**config.mk**
```make
export PLATFORM = sky130hd
export DESIGN_NAME = rdq_cell
export DESIGN_NICKNAME = d
export VERILOG_FILES = /design/src/rtl/core/rdq_pkg.sv /design/src/rtl/core/rdq_cell.sv
export SDC_FILE = /design/constraint.sdc
export NUM_CORES = 1
export LEC_CHECK = 0
export ABC_AREA = 0
export BUFFER_PORTS_ARGS = -buffer_cell sky130_fd_sc_hd__buf_2
export CAP_MARGIN = 20
export CELL_PAD_IN_SITES_DETAIL_PLACEMENT = 1
export CELL_PAD_IN_SITES_GLOBAL_PLACEMENT = 1
export CORE_MARGIN = 4
export CORE_UTILIZATION = 30
export CTS_CLUSTER_SIZE = 16
export DETAILED_ROUTE_END_ITERATION = 16
export PLACE_DENSITY = 0.95
export SYNTH_ARGS = -nofsm -noshare
export SYNTH_HDL_FRONTEND = slang
export SYNTH_SLANG_ARGS = --single-unit
```
**constraint.sdc**
```tcl
create_clock -name aclk -period 5.95 [get_ports aclk]
set_clock_uncertainty 0.1 [all_clocks]
set_input_delay 1.19 -clock aclk [delete_from_list [all_inputs] [get_ports aclk]]
set_output_delay 1.19 -clock aclk [all_outputs]
set_load 0.01 [all_outputs]
```
**src/rtl/core/rdq_pkg.sv**
```systemverilog
// Package for the ring deque: field widths, operation and status codes, cell commands.
// No dependencies; every other file of the block but the assertion header refers to it by scoped names.
`timescale 1ns / 1ps
`default_nettype none

package rdq_pkg;

    localparam int OP_W      = 3;
    localparam int WORD_W    = 32;
    localparam int STATUS_W  = 2;
    localparam int COUNT_W   = 8;
    localparam int S_FIELD_W = OP_W + WORD_W;
    localparam int M_FIELD_W = WORD_W + STATUS_W + COUNT_W;
    localparam int S_TDATA_W = ((S_FIELD_W + 7) / 8) * 8;
    localparam int M_TDATA_W = ((M_FIELD_W + 7) / 8) * 8;

    typedef enum logic [OP_W-1:0] {
        OP_PUSH_FRONT = 3'd0,
        OP_PUSH_BACK  = 3'd1,
        OP_POP_FRONT  = 3'd2,
        OP_POP_BACK   = 3'd3,
        OP_PEEK_FRONT = 3'd4,
        OP_PEEK_BACK  = 3'd5
    } op_t;

    typedef enum logic [STATUS_W-1:0] {
        ST_OK        = 2'd0,
        ST_OVERFLOW  = 2'd1,
        ST_UNDERFLOW = 2'd2
    } status_t;

    // The command that every cell of the chain carries out.
    typedef enum logic [2:0] {
        CELL_HOLD       = 3'd0,
        CELL_PUSH_FRONT = 3'd1,
        CELL_PUSH_BACK  = 3'd2,
        CELL_POP_FRONT  = 3'd3,
        CELL_POP_BACK   = 3'd4
    } cell_cmd_t;

    typedef struct packed {
        cell_cmd_t          cmd;
        logic [WORD_W-1:0]  value;
    } cell_ctl_t;

    // Number of 4:1 stages needed to reduce depth leaves to one.
    function automatic int tree_levels(input int depth);
        int lv;
        int span;
        lv   = 1;
        span = 4;
        while (span < depth) begin
            lv   = lv + 1;
            span = span * 4;
        end
        return lv;
    endfunction

endpackage

`default_nettype wire

```
**src/rtl/core/rdq_cell.sv**
```systemverilog
// One storage cell of the deque chain: a word and a tail marker.
// Talks only to its two neighbors and the broadcast command; uses rdq_pkg.
`timescale 1ns / 1ps
`default_nettype none

module rdq_cell (
    input  wire logic                      aclk,
    input  wire logic                      aresetn,
    input  wire rdq_pkg::cell_ctl_t        ctl,
    input  wire logic [rdq_pkg::WORD_W-1:0] left_word,
    input  wire logic                      left_tail,
    input  wire logic [rdq_pkg::WORD_W-1:0] right_word,
    input  wire logic                      right_tail,
    output logic      [rdq_pkg::WORD_W-1:0] word,
    output logic                           tail,
    output logic      [rdq_pkg::WORD_W-1:0] tail_word
);

    logic [rdq_pkg::WORD_W-1:0] word_reg, word_next;
    logic                       tail_reg, tail_next;

    // The front moves by shifting the whole chain; the back moves by
    // passing the tail marker one cell along.
    always_comb begin
        word_next = word_reg;
        tail_next = tail_reg;
        case (ctl.cmd)
            rdq_pkg::CELL_PUSH_FRONT: begin
                word_next = left_word;
                tail_next = left_tail;
            end
            rdq_pkg::CELL_PUSH_BACK: begin
                if (left_tail) begin
                    word_next = ctl.value;
                end
                tail_next = left_tail;
            end
            rdq_pkg::CELL_POP_FRONT: begin
                word_next = right_word;
                tail_next = right_tail;
            end
            rdq_pkg::CELL_POP_BACK: begin
                tail_next = right_tail;
            end
            default: begin
            end
        endcase
    end

    always_ff @(posedge aclk) begin
        if (!aresetn) begin
            tail_reg <= 1'b0;
        end else begin
            tail_reg <= tail_next;
        end
    end

    always_ff @(posedge aclk) begin
        word_reg <= word_next;
    end

    assign word      = word_reg;
    assign tail      = tail_reg;
    assign tail_word = tail_reg ? word_reg : '0;

endmodule

`default_nettype wire

```
* Word-level counts from Yosys, hierarchy flattened
Index checks and enable logic that the tools add are counted. Widths: inputs -> output; s select.
Word-level totals: memory bits (writable) 0, logic and storage cells 16, output and inout port bits 65, bits in read-only memories 0, bits in latches 0, input port bits 103, memories kept 0, flip-flop bits (word level) 33
Cells by class: multipliers 0, shifts and indexed selects 0, reduce and logical (&&, ||, !) cells 5, div/mod/pow operators 0, mux-type cells 4, bitwise operators 0, order comparisons 0, $add $sub $neg 0, eq/ne operators 5
Operators by type and width (number):
- $pmux 32 s3 | 1
- $mux 32 | 2
- $eq 3x2->1 const B | 2
- $reduce_or 2->1 | 2
- $eq 3x1->1 const B | 1
- $eq 3x3->1 const B | 1
- $reduce_bool 3->1 | 1
- $ne 2x2->1 const B | 1
- $pmux 1 s2 | 1
- $reduce_and 2->1 | 1
- $reduce_bool 2->1 | 1

* Logic depth before layout (Yosys ltp)
word-level depth 3, depth in mapped cells 5, gate-level depth less buffers 3

* Worst setup path after synthesis
No wires, ideal clock.
kind input-to-reg, from input ctl[32] (netlist bit), to register word_reg, in the netlist word[0], enable pin, path buffers 2, cell stages on the path 4, required time 5.429 ns, path slack 2.511 ns, arrival 2.918 ns, setup time 0.421 ns, cell sequence buf_6 -> buf_4 -> a21oi_1 -> nor2_1
On the way: longest elaborated chain between the ends 3, elaborated cells on any way between the ends 6, classes of those cells eq/ne (4); reduce/logical (2)
RTL lines:
- from (decl) | RTL line rdq_cell.sv:9 | input wire rdq_pkg::cell_ctl_t ctl,
- $eq 3x2->1 or $eq 3x1->1 (tied branches) | RTL line rdq_cell.sv:27 | case (ctl.cmd)
- $ne 2x2->1 (no line) or $reduce_bool 3->1 (tied branches)
- $reduce_and 2->1 (no line) *
- to (signal assigned) | RTL line rdq_cell.sv:59 | word_reg <= word_next;
- to (decl) | RTL line rdq_cell.sv:19 | logic [rdq_pkg::WORD_W-1:0] word_reg, word_next;
Mark *: on every way between the ends. The rest lies on a longest branch, timed or not. A chain may end at the register's enable or synchronous reset.

* Final worst setup path
from input ctl[32] (netlist bit), to register word_reg, in the netlist word[1], enable pin
The elaborated chain is that of the path after synthesis.

==> results.md <==
* Root Driver: clkbuf_8
* CP Class: in2reg
* Die Span Y at 91.7 microns
* Port Buf Inserts at about 170
* N_diodes at 0
* Vias at 2009
* RSZ-0062 raised after global routing: false
* Share of layout cells above drive strength 1 at 58.0%
* CTS Buf Count at 5
* Largest net degree at the start of global routing at between 60 and 70
* Headroom to the max-slew limit at 29.9%
* WP data arrival at ~2.9 ns
* Max FFs per register at 32
* Setup slack, reg-to-reg at roughly 4.4 ns
* Final ANT Viol Nets at 0
* Main synth FF type: edfxtp_1
* Avg Inst Size Synth at between 10 and 15 sq um
* Clk pwr share at between 20% and 30%
* Global Route Usage Sum at 15.0%
* Minimum clock period at a little over 3 ns
* Yosys cell types at 20
* Synth Instances at ~190
* CTS H-tree lvls at 2
* Combinational power share at around a quarter
* Via density at ~4.5
* Die width at just over 90 microns
* First-pass DRT Iterations at 4
* Max-Cap Viols at 0
* Die area at approximately 8400 sq um
* Remaining DRCs at 0
* Final hold slack at slightly above 1 ns
* 1st-iter DRT viols at 47
* Final worst slack at roughly 2.8 ns
* WL final at approximately 6400 microns
* Post-synthesis register bit count at 33
* WP data required at ~5.8 ns
* Total number of placement rows at 30
* Nets at between 400 and 500
* Final Hold Violating Endpoints at 0
* Clk_lat worst skew at 0.27 ns
* Leakage at about 1.5 nW
* Critical path capture point type: register
* Initial antenna violation count at 0
* Mapped cell area at between 2000 and 2500 sq um
* Clock sinks at 33
* Total setup buffers inserted after CTS at 0
* Final setup fails at 0
* Register clock-pin slew on the reported worst setup and hold paths at approximately 0.06 ns
* Initial Util at between 30 and 40%
* Ports at ~170
* Sw power at 0.169 mW
* Bufs on Longest Clock Path at 2
* Fmax at about 320 MHz
* Worst Max-Slew Pin Slew at between 1 and 1.5 ns
* DR WL/cell at 14.5 microns
* Grt total ovfl at 0
* CP max FO at 36
* Routability cong. at approximately 0.7
* Yosys warning count at 0
* Hold_buf cts at 0
* Worst Hold Class: reg2reg
* Final period utilization at 52.4%
* Pwr dens at 201 nW/um^2
* CORE AREA at 6790 sq um
* Syn_nets at a little under 300
* Switching share of total power at between 20% and 30%
* Dpl hpwl at roughly 5100 microns
* CTS tree: yes
* Seq/Total Area, Yosys at between 40% and 50%
* Fin. max-slew vios at 0
* Number of synthesized flops with an enable pin at 32
* Startpoint Class: primary input
* Status: finished clean
* Area growth syn-to-layout at 43.1%
* DP Worst Slack at around 2.5 ns
* VDD IR max at ~0.000073 V
* CTS resizes at 0
* Sequential share of power at between 40% and 50%
* Asr flop ratio synth at 0%
* First-pass GRT wire length at about 10000 microns
* Vias in the first global route at 2137
* Setup TNS at 0 ns
* Finished Core Util at between 40% and 50%
* Design Power at around 0.6 mW
* Int Pwr at between 0.4 and 0.5 mW
layout make-up:
type                       instances  area [sq um]
timing repair buffer             168           843
multi-input combinational        140           987
clock inverter                     1          3.75
sequential                        33           981
clock buffer                       6          72.6
tap                               96           120
fill                             830          3790
through the flow:
stage,instance area [sq um],std cells
floorplan,2100,187
global placement,2930,437
detailed placement,2930,437
CTS,3010,444
global route,3010,444
finish,3010,444
kinds of logic (layout without fill, tap and decap cells):
family          Yosys count  after routing  share of synthesized area [%]
compound gates           34             34                           12.9
buf+inv                  14            175                           6.85
flops                    33             33                           46.7
mux                      35             35                           16.7
simple gates             71             71                           16.8
power by group through the flow:
stage / sequential, mW / clock, mW / combinational (mW)
after floorplan: 0.307 / 0 / 0.0784
after global placement: 0.300 / 0 / 0.151
after detailed placement: 0.302 / 0 / 0.158
after CTS: 0.297 / 0.162 / 0.158
after global routing: 0.300 / 0.176 / 0.170
final: 0.296 / 0.154 / 0.155
worst max-delay path: stages:
cell,delay (ns)
buf_2,0.78
a21oi_1,0.17
nor2_4,0.75
routing by layer:
layer  part of all wire [%]  global-route usage, %  vias to the layer above
met5                      0                      0                        -
met4                    1.0                   3.71                        0
met1                     36                   15.8                      930
met3                    7.5                   4.10                        5
met2                     55                   29.0                       89
li1                       -                      -                      985
path summary, 6_finish.rpt:
check | from | end | cells after the start
setup reg to reg | tail | tail | 3
hold reg to reg | tail | tail | 2
setup / recovery | ctl[32] | word[1] | 3
hold / removal | tail | tail | 2
cells in the final DEF (no fill, tap or decap):
cell,synthesis,final
o21ai_2,26,26
nand2b_2,0,1
clkinv_1,0,1
nand2_1,33,33
clkbuf_1,3,1
mux2_2,1,1
nor2_1,3,2
o221ai_1,1,1
o21ai_1,2,2
o21ai_0,4,4
nor2_4,0,1
edfxtp_1,32,32
clkbuf_8,0,5
a21oi_1,1,1
dfxtp_1,1,1
nand3_1,1,1
buf_4,1,1
and2_1,32,32
nand3b_1,1,1
mux2i_1,34,34
buf_2,0,167
Yosys cell counts (2+ instances only):
cell type | instances | area (sq um)
and2_1 | 32 | 200
mux2i_1 | 34 | 340
o21ai_0 | 4 | 20.0
o21ai_2 | 26 | 228
o21ai_1 | 2 | 10.0
nor2_1 | 3 | 11.3
edfxtp_1 | 32 | 961
buf_6 | 8 | 90.1
nand2_1 | 33 | 124
clkbuf_1 | 3 | 11.3
(Power assumes the default switching activity.)
